==> src/salct_pkg.sv <==
// shared types, constants and helpers of the cache tag store
package salct_pkg;

  localparam int NUM_SET_ROWS = 64;
  localparam int NUM_WAYS     = 4;
  localparam int LINE_BYTES   = 64;
  localparam int ADDR_BITS    = 64;

  localparam int OFFSET_BITS = $clog2(LINE_BYTES);
  localparam int SET_BITS    = $clog2(NUM_SET_ROWS);
  localparam int WAY_BITS    = $clog2(NUM_WAYS);
  localparam int TAG_BITS    = ADDR_BITS - OFFSET_BITS - SET_BITS;

  localparam int IN_TDATA_W  = ADDR_BITS;
  localparam int OUT_TDATA_W = 8;

  typedef logic [SET_BITS-1:0] set_t;
  typedef logic [WAY_BITS-1:0] way_t;
  typedef logic [TAG_BITS-1:0] tag_t;

  typedef logic [NUM_WAYS-1:0][TAG_BITS-1:0] tag_row_t;

  // per-set status: valid and dirty per way, recency rank per way (0 = most recent)
  typedef struct packed {
    logic [NUM_WAYS-1:0]               valid;
    logic [NUM_WAYS-1:0]               dirty;
    logic [NUM_WAYS-1:0][WAY_BITS-1:0] rank;
  } meta_row_t;

  localparam int TAG_ROW_BITS  = NUM_WAYS * TAG_BITS;
  localparam int META_ROW_BITS = 2 * NUM_WAYS + NUM_WAYS * WAY_BITS;

  // outcome of one lookup
  typedef struct packed {
    logic hit;
    logic dirty_evict;
    way_t way;
  } lookup_res_t;

  // status of a set that was never written: all invalid, rank equals way
  function automatic meta_row_t meta_reset_row();
    meta_row_t r;
    r.valid = '0;
    r.dirty = '0;
    for (int w = 0; w < NUM_WAYS; w++) begin
      r.rank[w] = way_t'(w);
    end
    return r;
  endfunction

endpackage

==> src/salct_ram.sv <==
// generic single-port-write, registered-read synchronous ram
module salct_ram #(
  parameter int WIDTH = 8,
  parameter int DEPTH = 64
) (
  input  logic                     clk,
  input  logic                     we,
  input  logic [$clog2(DEPTH)-1:0] waddr,
  input  logic [WIDTH-1:0]         wdata,
  input  logic                     re,
  input  logic [$clog2(DEPTH)-1:0] raddr,
  output logic [WIDTH-1:0]         rdata
);

  logic [WIDTH-1:0] mem [DEPTH];
  logic [WIDTH-1:0] rdata_r;

  // write port
  always_ff @(posedge clk) begin
    if (we) begin
      mem[waddr] <= wdata;
    end
  end

  // read port, data held until the next read
  always_ff @(posedge clk) begin
    if (re) begin
      rdata_r <= mem[raddr];
    end
  end

  assign rdata = rdata_r;

endmodule

==> src/salct_meta_store.sv <==
// per-set valid/dirty/rank store with row-written flags for reset
module salct_meta_store (
  input  logic                 clk,
  input  logic                 rst_n,
  input  logic                 we,
  input  salct_pkg::set_t      waddr,
  input  salct_pkg::meta_row_t wdata,
  input  logic                 re,
  input  salct_pkg::set_t      raddr,
  output salct_pkg::meta_row_t rdata
);
  import salct_pkg::*;

  logic [META_ROW_BITS-1:0] ram_rdata;
  logic [NUM_SET_ROWS-1:0]  row_vld_r;
  logic                     rd_vld_r;

  salct_ram #(
    .WIDTH (META_ROW_BITS),
    .DEPTH (NUM_SET_ROWS)
  ) u_ram (
    .clk   (clk),
    .we    (we),
    .waddr (waddr),
    .wdata (wdata),
    .re    (re),
    .raddr (raddr),
    .rdata (ram_rdata)
  );

  // one flag per set: row has been written since reset
  always_ff @(posedge clk) begin
    if (!rst_n) begin
      row_vld_r <= '0;
    end else if (we) begin
      row_vld_r[waddr] <= 1'b1;
    end
  end

  // flag read alongside the ram so both land in the same cycle
  always_ff @(posedge clk) begin
    if (!rst_n) begin
      rd_vld_r <= 1'b0;
    end else if (re) begin
      rd_vld_r <= row_vld_r[raddr];
    end
  end

  // unwritten rows read as the reset status
  assign rdata = rd_vld_r ? meta_row_t'(ram_rdata) : meta_reset_row();

endmodule

==> config.mk <==
export PLATFORM = sky130hd
export DESIGN_NAME = salct_meta_store
export DESIGN_NICKNAME = d
export VERILOG_FILES = /design/src/salct_pkg.sv /design/src/salct_ram.sv /design/src/salct_meta_store.sv
export SDC_FILE = /design/constraint.sdc
export NUM_CORES = 1
export LEC_CHECK = 0
export BUFFER_PORTS_ARGS = -buffer_cell sky130_fd_sc_hd__buf_2
export CAP_MARGIN = 30
export CORE_MARGIN = 2
export CORE_UTILIZATION = 35
export DETAILED_ROUTE_END_ITERATION = 10
export GPL_ROUTABILITY_DRIVEN = 0
export PLACE_DENSITY = 0.52
export SLEW_MARGIN = 20
export SYNTH_ARGS = -nofsm -noshare
export SYNTH_HDL_FRONTEND = slang
export SYNTH_SLANG_ARGS = --single-unit
==> constraint.sdc <==
create_clock -name clk -period 5.45 [get_ports clk]
set_clock_uncertainty 0.05 [all_clocks]
set_input_delay 1.09 -clock clk [delete_from_list [all_inputs] [get_ports clk]]
set_output_delay 1.09 -clock clk [all_outputs]
set_load 0.02 [all_outputs]
# Yosys cells after proc, flatten, opt, wreduce, memory -nomap -nowiden
# Memory sizes are Yosys's and may differ from the RTL's. A register that Yosys moved wholly into a read port is not among the register bits.
# Index checks and enable logic that the tools add are counted.
# totals
memories	1
ramBits	1024
elab_cells	15
regBits	65
in_bits	32
# mem_list
name	depth	width	rd	rd_ports_with_merged_regs	wr	line_no	source
u_ram.mem	64	16	1	1	1	salct_ram.sv:15	logic [WIDTH-1:0] mem [DEPTH];
# op_classes
n_lt_le_gt_ge	3
bitwise	1
reduce_logical	1
muxes	7
# ops
op	count
bitwise OR 64 bit	1
two-way mux 16 bit	1
< comparator 6 x 7 -> 1 bit (second input constant)	2
binary-select mux 1 bit (select 6 bit)	1
demux 1 bit (select 6 bit)	1
>= comparator 6 x 1 -> 1 bit (second input constant)	1
two-way mux 1 bit	4
logical AND 1 bit	1

# Depth between registers and ports, before layout
# Gate-level depths: netlist of run 1.
# depth
word_depth	5
ltp_mapped	9
depth_no_buf	5

# Cells and area by module
# From an unflattened synthesis of run 1, not the netlist that was laid out.
# unflattened
cells_unflattened	2141
hier_area_um2	43180.2
# by_module_without_submodules
mod	area_each_um2	seq_area_each_um2	instances	cells_each
salct_ram	40202.3	31230.0	1	1829
salct_meta_store	2977.9	1301.2	1	312

# Worst setup path before layout of run 1
# No wires, ideal clock.
# synth_path
path_type	in2reg
startpoint	input raddr[1]
endpoint	register u_ram.rdata_r[10] (netlist: u_ram.rdata[10]), read port of u_ram.mem (data pin)
n_path_buf	3
t_arrival_ns	3.179
required_time_ns	5.128
stages	6
setup_ns	0.272
slack_ns	1.949
cell_sequence	clkbuf_1 -> clkbuf_1 -> clkbuf_1 -> mux4_2 -> mux4_2 -> mux4_2
# synth_lines
element	line_no	source
start: declaration	salct_meta_store.sv:9	input salct_pkg::set_t raddr,
end: declaration	salct_ram.sv:16	logic [WIDTH-1:0] rdata_r;

==> key figures, run 1 <==
Clock network
  – Clock latency on the worst-skew pair: approximately 0.7 ns
  – Worst-case clock buffer depth: 3
  – Clk slew on worst S/H paths: around 0.06 ns
  – Total clock buffers created by CTS: 111
  – Root Buffer: clkbuf_16
  – Clock sinks: roughly 1100
  – CTS tree: built
  – Post-CTS Setup Inserts: 0
  – Post-CTS Hold Buffers: 0
  – CTS resizes: 0
  – H-tree depth: 3

Finish
  – Final Cell Area: 0.0487 mm²
  – Area grow syn2layout: 15.6%
  – Most frequent cells in the layout: edfxtp_1, mux4_2, clkbuf_16
  – Number of fill cells: slightly above 10000
  – NumNets Final: approximately 2000
  – Share of post-route cells with drive strength above 1: 0.352
  – Commonest non-fill, non-tap cell in the layout: edfxtp_1

Synthesis
  – Instance count of the mapped netlist: around 1800
  – Cell Area, Synth: about 0.042 mm²
  – Ys flop type: edfxtp_1
  – Yosys warns: 0
  – Average cell area after synthesis: approximately 24 µm²
  – Netlist cell types: 32
  – Register area share after synthesis: 0.772
  – Async S/R FF share, synth: 0
  – EDFF count, synth: around 1000
  – Syn_nets: 1813
  – Yosys reg bits: between 1000 and 1500

Hold path
  – Hold Crit Class: reg2reg

STA
  – Relative slew margins: 0.344
  – Final-report setup violation count: 0
  – Period minus WS final: approximately 3.6 ns
  – Fin crit share: 0.661
  – Unrepaired setup endpoints after global routing: false
  – Setup TNS: 0 ns
  – Final Hold Vio Count: 0
  – Hold Slack: between 0.4 and 0.5 ns
  – Slew @ Worst Pin: roughly 0.98 ns
  – Final setup margin: 1.85 ns
  – F_max: ~280 MHz
  – Fin. max-slew vios: 0

Drt
  – Initial drt markers: 1681
  – Highest routed layer: met5
  – Metal3 WL: 6.60 mm
  – Antenna-violating nets left: 0
  – Post-DR vias/cell: roughly 5.3
  – Drt pass-1 iters: 5
  – WL final: 105 mm
  – # DRC: 0
  – Routed length on met2: 51.8 mm
  – Wl on met1: about 45 mm
  – Vias: ~19000
  – Drt wl/cell: slightly below 30 µm

Floorplanning
  – Num rows: 127
  – Die H: between 300 and 400 µm
  – Chip width: between 300 and 400 µm
  – Full die area: between 0.1 and 0.15 mm²
  – Initial Util: 0.352
  – I/O pin count: 48
  – Core box area: approximately 0.12 mm²

Global route
  – GRT overflow: 0
  – Total Routing Usage GR: 0.172
  – Global-route wire length before repair: around 150 mm
  – Number of global-route vias before repair: just under 20000
  – Initial antenna violation count: 9
  – Largest net degree at the start of global routing: between 80 and 90

Place
  – Port-buffer cells: 47
  – Hpwl dp: between 50 and 60 mm
  – Placed Area: 0.0450 mm²
  – Place WS: 1.06 ns

Critical path
  – Worst-path fanout max: 78
  – WP data required: 5.80 ns
  – Critical Path AT: 3.96 ns
  – CP Launch Type: input pin
  – Crit. End Element: flop
  – Crit Path Class: in2reg

Power
  – P per Cell Area: roughly 370 mW/mm²
  – Max VDD drop: 0.262 mV
  – Leak Pwr: 15.1 nW

Run status
  – Status: complete, no violations

Run
  – Number of max-cap violations: 0
## final timing paths
path	cells after the start	from	to	slack [ns]
min reg2reg	1	row_vld_r[23]	row_vld_r[23]	0.41
min	1	row_vld_r[23]	row_vld_r[23]	0.41
max	7	raddr[0]	u_ram.rdata[5]	1.85
max reg2reg	5	u_ram.mem[43][5]	u_ram.rdata[5]	3.09
## area by class of cell
cell class,count,area (µm²),area share
clock buffers,144,3020,0.0620
well taps,1612,2020,0.0414
clock inverters,65,647,0.0133
multi-input cells,578,9400,0.193
diodes,2,5.00,0.000103
repair buffers,129,1090,0.0224
flip-flops and latches,1105,32500,0.668
## flip-flops by register name, indices dropped and copies added (netlist names)
name and cells:
u_ram.rdata 16, row_vld_r 64, u_ram.mem 1024, rd_vld_r 1
## stage by stage
step / instances / util / total power [mW]
floorplan: 1781 / - / 10.0
global placement: 3415 / 0.375 / 10.4
detailed placement: 3424 / 0.376 / 10.4
CTS: 3633 / 0.407 / 18.1
global route: 3633 / 0.407 / 18.4
finish: 3635 / 0.407 / 17.9
## cell usage after synthesis (2+ instances only)
cell type | count | area, µm²
buf_2 | 23 | 115
nor2b_1 | 7 | 43.8
mux2i_1 | 11 | 110
buf_1 | 4 | 15.0
a22oi_1 | 2 | 15.0
buf_6 | 3 | 33.8
edfxtp_1 | 1040 | 31200
o21ai_0 | 3 | 15.0
o22ai_1 | 2 | 12.5
o21ai_1 | 7 | 35.0
a22o_1 | 2 | 17.5
nor3_1 | 5 | 25.0
nor2_1 | 64 | 240
buf_4 | 14 | 105
o21a_1 | 64 | 480
nand3_1 | 9 | 45.0
nand2_1 | 13 | 48.8
and2_1 | 13 | 81.3
nand4_1 | 4 | 25.0
nand2b_1 | 9 | 56.3
dfxtp_1 | 65 | 1300
nand3b_1 | 3 | 22.5
clkbuf_1 | 54 | 203
mux2_2 | 11 | 124
mux4_2 | 341 | 7680
or3_1 | 2 | 12.5
## worst max-delay path, cell delays in order
cell and delay, ns:
buf_8 0.67, buf_4 0.42, buf_4 0.37, mux4_2 0.55
mux4_2 0.49, mux2i_1 0.18, o21ai_1 0.07
## cells by family (layout without fill, tap and decap cells)
kind of cell | after synthesis | after routing | synth area share
buf+inv | 98 | 338 | 0.0112
flops | 1105 | 1105 | 0.772
compound gates | 84 | 84 | 0.0145
simple gates | 131 | 131 | 0.0146
other cells | 0 | 2 | 0
mux | 363 | 363 | 0.188
## per-layer routing
| layer | GRT usage | up-vias |
|---|---|---|
| li1 | - | 7930 |
| met1 | 0.236 | 10500 |
| met2 | 0.285 | 529 |
| met3 | 0.0352 | 125 |
| met4 | 0.0336 | 12 |
| met5 | 0 | - |
## report_power, final
part / total, mW / switching, mW / internal (mW)
Sequential: 9.38 / 0.0286 / 9.35
Combinational: 0.865 / 0.514 / 0.351
Clock: 7.65 / 3.18 / 4.47
No activity file was read; power rests on OpenSTA's default activity.
==> run 2, diff against run 1 <==
--- a/config.mk
+++ b/config.mk
@@ -11,7 +11,7 @@
 export CORE_UTILIZATION = 35
 export DETAILED_ROUTE_END_ITERATION = 10
 export GPL_ROUTABILITY_DRIVEN = 0
-export PLACE_DENSITY = 0.52
+export PLACE_DENSITY = 0.54
 export SLEW_MARGIN = 20
 export SYNTH_ARGS = -nofsm -noshare
 export SYNTH_HDL_FRONTEND = slang
==> constraint.sdc (replaced) <==
create_clock -name clk -period 2.9 [get_ports clk]
set_clock_uncertainty 0.05 [all_clocks]
set_input_delay 0.58 -clock clk [delete_from_list [all_inputs] [get_ports clk]]
set_output_delay 0.58 -clock clk [all_outputs]
set_load 0.02 [all_outputs]
==> run 2 against run 1 <==
Compared with the run above:
- clock power rose by 83%
- worst setup slack worse by 1.8 ns
- non-clock buffer count up 101
- wire length up 3.6%
- power up 87%
- utilization up 0.78 points
- final area up 1.9%
- sequential power increased by 88%
- die area stayed put
- cell count is 2.9% higher
==> key figures, run 2 (synthesized netlist as in run 1, its figures left out) <==
Clock network
  – Clock sinks: 1105 (unchanged)
  – Clk slew on worst S/H paths: 0.06 ns (about the same)
  – CTS tree: built (unchanged)
  – Post-CTS Setup Inserts: 0 (unchanged)
  – H-tree depth: 3 (unchanged)
  – Worst-case clock buffer depth: 3 (unchanged)
  – Post-CTS Hold Buffers: 0 (unchanged)
  – Total clock buffers created by CTS: 111 (unchanged)
  – Clock latency on the worst-skew pair: 0.68 ns (was 0.69 ns)
  – CTS resizes: 3 (was 0)
  – Root Buffer: clkbuf_16 (unchanged)

Critical path
  – Crit path cell chain: buf_8, buf_12, buf_12, buf_4, mux4_2, mux4_2, mux2i_2, o21ai_1 (was buf_8, buf_4, buf_4, mux4_2, mux4_2, mux2i_1, o21ai_1)
  – WP data required: 3.24 ns (was 5.80 ns)
  – Crit. End Element: flop (unchanged)
  – Critical path's largest stage delay: 0.58 ns (was 0.67 ns)
  – Reg-to-Reg End: u_ram.rdata[0] (was u_ram.rdata[5])
  – Critical Path AT: 3.19 ns (was 3.96 ns)
  – Worst-path fanout max: 17 (was 78)
  – Slowest stage cell, crit path: mux2i_2 (was buf_8)
  – Worst path bufs/invs: 4 (was 3)
  – CP delay by family, top: multiplexers (was buffers and inverters)
  – Reg-to-reg startpoint: u_ram.mem[60][0] (was u_ram.mem[43][5])
  – Crit Path Class: in2reg (unchanged)
  – CP Launch Type: input pin (unchanged)
  – Reg2Reg Setup Slack: 0.46 ns (was 3.09 ns)
  – Worst Reg-to-Reg Cells: 5 (unchanged)

Drt
  – WL final: 109 mm (was 105 mm)
  – Post-DR vias/cell: 5.30 (was 5.25)
  – Drt pass-1 iters: 7 (was 5)
  – Initial drt markers: 1999 (was 1681)
  – Drt wl/cell: 29.1 µm (was 28.9 µm)
  – Vias: 19800 (was 19100)
  – # DRC: 0 (unchanged)
  – Antenna-violating nets left: 0 (unchanged)

Finish
  – Largest reg by FF count: u_ram.mem (unchanged)
  – NumNets Final: 2058 (was 1957)
  – Final core occ: 0.415 (was 0.407)
  – Commonest non-fill, non-tap cell in the layout: edfxtp_1 (unchanged)
  – Share of post-route cells with drive strength above 1: 0.379 (was 0.352)
  – Max reg flops: 1024 (unchanged)
  – Area grow syn2layout: 17.8% (was 15.6%)
  – Most frequent cells in the layout: edfxtp_1, mux4_2, buf_4 (was edfxtp_1, mux4_2, clkbuf_16)
  – Non-Filler Instances: 3740 (was 3635)

Hold path
  – Hold Path Origin: wdata[1] (was row_vld_r[23])
  – WHS Endpoint: u_ram.mem[51][1] (was row_vld_r[23])
  – Worst Hold Depth: 1 (unchanged)
  – Hold Crit Class: in2reg (was reg2reg)

Power
  – P per Cell Area: 674 mW/mm² (was 367 mW/mm²)
  – Leak Pwr: 15.6 nW (was 15.1 nW)
  – Max VDD drop: 0.461 mV (was 0.262 mV)

STA
  – Unrepaired setup endpoints after global routing: false (unchanged)
  – Slew @ Worst Pin: 0.861 ns (was 0.984 ns)
  – Final Hold Vio Count: 0 (unchanged)
  – Fin crit share: 0.981
  – Relative slew margins: 0.426 (was 0.344)
  – F_max: approximately 350 MHz
  – Period minus WS final: around 2.8 ns
  – Fin. max-slew vios: 0 (unchanged)
  – Final-report setup violation count: 0 (unchanged)

Global route
  – Global-route wire length before repair: 154 mm (was 149 mm)
  – Initial antenna violation count: 12 (was 9)
  – Total Routing Usage GR: 0.179 (was 0.172)
  – Number of global-route vias before repair: 20500 (was 19900)
  – Largest net degree at the start of global routing: 65 (was 87)
  – GRT overflow: 0 (unchanged)

Place
  – Port-buffer cells: 47 (unchanged)
  – Cells after DPL: 3524 (was 3424)
  – Hpwl dp: 66.2 mm (was 58.5 mm)

Floorplanning
  – I/O pin count: 48 (unchanged)
  – Die H: 351 µm (unchanged)
  – Initial Util: 0.352 (unchanged)
  – Num rows: 127 (unchanged)
  – Chip width: 351 µm (unchanged)
  – Full die area: 0.123 mm² (unchanged)
  – Core box area: 0.120 mm² (unchanged)

Run
  – Number of max-cap violations: 0 (unchanged)

Run status
  – Status: complete, no violations (unchanged)
[run 2: stage by stage]
step / power, mW / area (µm²) / hold WS [ns] / setup slack, ns / setup TNS [ns]
finish: 33.5 / 49600 / 0.196 / 0.0537 / 0
global route: 34.5 / 49600 / 0.176 / 0.00650 / 0
CTS: 33.8 / 49600 / 0.163 / 0.0454 / 0
detailed placement: 19.8 / 46000 / 0.400 / -0.832 / -5.64
global placement: 19.7 / 46000 / 0.391 / -0.865 / -5.42
floorplan: 18.9 / 42200 / 0.385 / 0.00292 / 0
[run 2: worst max-delay path by stage]
stage                 endpoint     start  cells after the start  slack [ns]
4_1_cts         u_ram.rdata[9]  raddr[0]                      8        0.05
6_report       u_ram.rdata[14]  raddr[0]                      8        0.05
5_1_grt        u_ram.rdata[14]  raddr[0]                      8       0.007
3_5_place_dp    u_ram.rdata[9]  raddr[0]                      8       -0.83
3_3_place_gp    u_ram.rdata[9]  raddr[0]                      8       -0.86
2_1_floorplan   u_ram.rdata[0]  raddr[1]                      8       0.003
[run 2: routing by layer]
layer	wire length, µm	share of wire	GRT usage	up-vias
met5	57	0.00052	0	-
met4	2650	0.024	0.0500	8
met3	9320	0.086	0.0545	148
met2	51800	0.48	0.285	703
met1	45000	0.41	0.237	10900
li1	-	-	-	8120
[run 2: cell type report]
| class | instances | area [µm²] |
|---|---|---|
| diodes | 11 | 27.5 |
| clock buffers | 168 | 3240 |
| clock inverters | 36 | 349 |
| fillers | 10300 | 70000 |
| multi-input cells | 578 | 9340 |
| flip-flops and latches | 1105 | 32500 |
| well taps | 1612 | 2020 |
| repair buffers | 230 | 2130 |
[run 2: power breakdown]
group	total, mW	internal [mW]	leakage, nW	switching, mW
clock network	14.0	8.15	1.75	5.87
registers	17.6	17.6	9.89	0.0694
logic	1.79	0.764	3.95	1.03
==> run 3, diff against run 2 <==
--- a/config.mk
+++ b/config.mk
@@ -12,6 +12,7 @@
 export DETAILED_ROUTE_END_ITERATION = 10
 export GPL_ROUTABILITY_DRIVEN = 0
 export PLACE_DENSITY = 0.54
+export SETUP_SLACK_MARGIN = 0.3
 export SLEW_MARGIN = 20
 export SYNTH_ARGS = -nofsm -noshare
 export SYNTH_HDL_FRONTEND = slang
==> run 3 against run 2 <==
Compared with the run above:
- register-to-register slack improved by 0.11 ns
- clock power about the same
- sequential cell count unchanged
- critical path type unchanged
- worst hold slack improved by 0.011 ns
- sequential share of layout area about the same
- die area unchanged
- highest routed layer unchanged
- cell count about the same
- worst setup slack improved by 0.36 ns
- final area about the same
- non-clock buffer count decreased by 2
- power increased by 0.45%
==> key figures, run 3 (synthesized netlist as in run 1, its figures left out) <==
Power
  – Max VDD drop: 0.404 mV (was 0.461 mV)
  – Pwr Total: 33.6 mW (was 33.5 mW)
  – Leak Pwr: 15.6 nW (about the same)
  – P per Cell Area: 677 mW/mm² (was 674 mW/mm²)

Critical path
  – Critical path's largest stage delay: 0.60 ns (was 0.58 ns)
  – Most used cell, CP: mux4_2
  – Reg2Reg Setup Slack: 0.57 ns (was 0.46 ns)
  – Worst-path fanout max: 20 (was 17)
  – Reg-to-reg startpoint: u_ram.mem[63][5] (was u_ram.mem[60][0])
  – Crit. End Element: flop (unchanged)
  – Crit Path Class: in2reg (unchanged)
  – Reg-to-Reg End: u_ram.rdata[5] (was u_ram.rdata[0])
  – Worst Reg-to-Reg Cells: 5 (unchanged)
  – CP Launch Type: input pin (unchanged)
  – Crit path cell chain: buf_8, buf_4, buf_12, mux4_2, mux4_2, mux4_2 (was buf_8, buf_12, buf_12, buf_4, mux4_2, mux4_2, mux2i_2, o21ai_1)
  – WP data required: 3.27 ns (was 3.24 ns)
  – Slowest stage cell, crit path: mux4_2 (was mux2i_2)
  – Critical Path AT: 2.86 ns (was 3.19 ns)

Drt
  – Post-DR vias/cell: 5.22 (was 5.30)
  – Drt pass-1 iters: 5 (was 7)
  – # DRC: 0 (unchanged)
  – Antenna-violating nets left: 0 (unchanged)
  – Initial drt markers: 1925 (was 1999)
  – WL final: 106 mm (was 109 mm)
  – Drt wl/cell: 28.3 µm (was 29.1 µm)
  – Vias: 19600 (was 19800)

Clock network
  – Clock sinks: 1105 (unchanged)
  – CTS resizes: 0 (was 3)
  – Root Buffer: clkbuf_16 (unchanged)
  – Worst-case clock buffer depth: 3 (unchanged)
  – Clock latency on the worst-skew pair: 0.69 ns (was 0.68 ns)
  – Total clock buffers created by CTS: 112 (was 111)
  – CTS tree: built (unchanged)
  – Clk slew on worst S/H paths: 0.06 ns (about the same)
  – Post-CTS Hold Buffers: 0 (unchanged)
  – H-tree depth: 3 (unchanged)
  – Post-CTS Setup Inserts: 0 (unchanged)

STA
  – Final Hold Vio Count: 0 (unchanged)
  – Period minus WS final: 2.49 ns (was 2.85 ns)
  – Fin crit share: 0.857 (was 0.981)
  – F_max: 402 MHz (was 351 MHz)
  – Final setup margin: 0.414 ns (was 0.0537 ns)
  – Hold Slack: 0.207 ns (was 0.196 ns)
  – Unrepaired setup endpoints after global routing: false (unchanged)
  – Relative slew margins: 0.377 (was 0.426)
  – Fin. max-slew vios: 0 (unchanged)
  – Final-report setup violation count: 0 (unchanged)
  – Slew @ Worst Pin: 0.934 ns (was 0.861 ns)

Finish
  – Flip-flop and latch area: 0.0325 mm² (unchanged)
  – Number of fill cells: 10300 (about the same)
  – Share of post-route cells with drive strength above 1: 0.376 (was 0.379)
  – NumNets Final: 2057 (was 2058)
  – Largest reg by FF count: u_ram.mem (unchanged)
  – Area grow syn2layout: 17.9% (was 17.8%)
  – Multi-input combinational cell area: 0.00931 mm² (was 0.00934 mm²)
  – Final Cell Area: 0.0497 mm² (was 0.0496 mm²)
  – Max reg flops: 1024 (unchanged)
  – Commonest non-fill, non-tap cell in the layout: edfxtp_1 (unchanged)
  – Final core occ: 0.415 (about the same)
  – Most frequent cells in the layout: edfxtp_1, mux4_2, buf_4 (unchanged)

Floorplanning
  – Num rows: 127 (unchanged)
  – Die H: 351 µm (unchanged)
  – Full die area: 0.123 mm² (unchanged)
  – I/O pin count: 48 (unchanged)
  – Chip width: 351 µm (unchanged)
  – Core box area: 0.120 mm² (unchanged)
  – Initial Util: 0.352 (unchanged)

Hold path
  – WHS Endpoint: u_ram.rdata[8] (was u_ram.mem[51][1])
  – Hold Path Origin: re (was wdata[1])
  – Worst Hold Depth: 1 (unchanged)
  – Hold Crit Class: in2reg (unchanged)

Run status
  – Status: complete, no violations (unchanged)

Place
  – Hpwl dp: 63.5 mm (was 66.2 mm)
  – Placed Area: 0.0460 mm² (about the same)
  – Port-buffer cells: 47 (unchanged)
  – Place WS: -0.287 ns (was -0.832 ns)

Global route
  – Initial antenna violation count: 14 (was 12)
  – Number of global-route vias before repair: 20300 (was 20500)
  – Total Routing Usage GR: 0.173 (was 0.179)
  – Largest net degree at the start of global routing: 65 (unchanged)
  – Global-route wire length before repair: 150 mm (was 154 mm)
  – GRT overflow: 0 (unchanged)

Run
  – Number of max-cap violations: 0 (unchanged)
-- run 3: cell types whose count changed in the layout (fill, tap and decap cells not counted), sizes merged --
cell	delta
diode	-3
buf	-2
clkbuf	-13
inv	-3
bufinv	+5
clkinv	+19
-- run 3: where the power goes --
| group | switching, mW | internal, mW |
|---|---|---|
| clock network | 5.92 | 8.31 |
| logic | 1.01 | 0.759 |
| registers | 0.0471 | 17.6 |
| total | 6.97 | 26.6 |
-- run 3: worst max path at each step --
stage | endpoint | slack [ns] | start | depth (start not counted)
after floorplan | u_ram.rdata[10] | 0.20 | raddr[0] | 6
after global placement | u_ram.rdata[10] | -0.26 | raddr[0] | 6
after detailed placement | u_ram.rdata[4] | -0.29 | raddr[0] | 6
after CTS | u_ram.rdata[10] | 0.44 | raddr[0] | 6
after global routing | u_ram.rdata[10] | 0.39 | raddr[0] | 6
final | u_ram.rdata[4] | 0.41 | raddr[0] | 6
-- run 3: per-layer routing --
| layer | wire length, µm | vias up | GRT usage |
|---|---|---|---|
| met2 | 50800 | 659 | 0.280 |
| met4 | 2530 | 6 | 0.0462 |
| li1 | - | 8139 | - |
| met3 | 7890 | 148 | 0.0380 |
| met5 | 240 | - | 0.0122 |
| met1 | 44300 | 10600 | 0.236 |
-- run 3: metrics by stage --
stage	std cells	TNS, ns
floorplan	1781	0
global placement	3523	-3.34
detailed placement	3523	-3.52
CTS	3735	0
global route	3736	0
finish	3743	0
-- run 3: area by class of cell --
type | instances | area share
sequential | 1105 | 0.655
clock inverter | 57 | 0.0116
multi-input combinational | 578 | 0.187
timing repair buffer | 228 | 0.0430
tap | 1612 | 0.0406
antenna | 8 | 0.000403
clock buffer | 155 | 0.0620
-- run 3: worst max-delay path: cells and delay by family --
family	cells	cell delay, ns
multiplexers	3	1.65
buffers and inverters	3	0.60
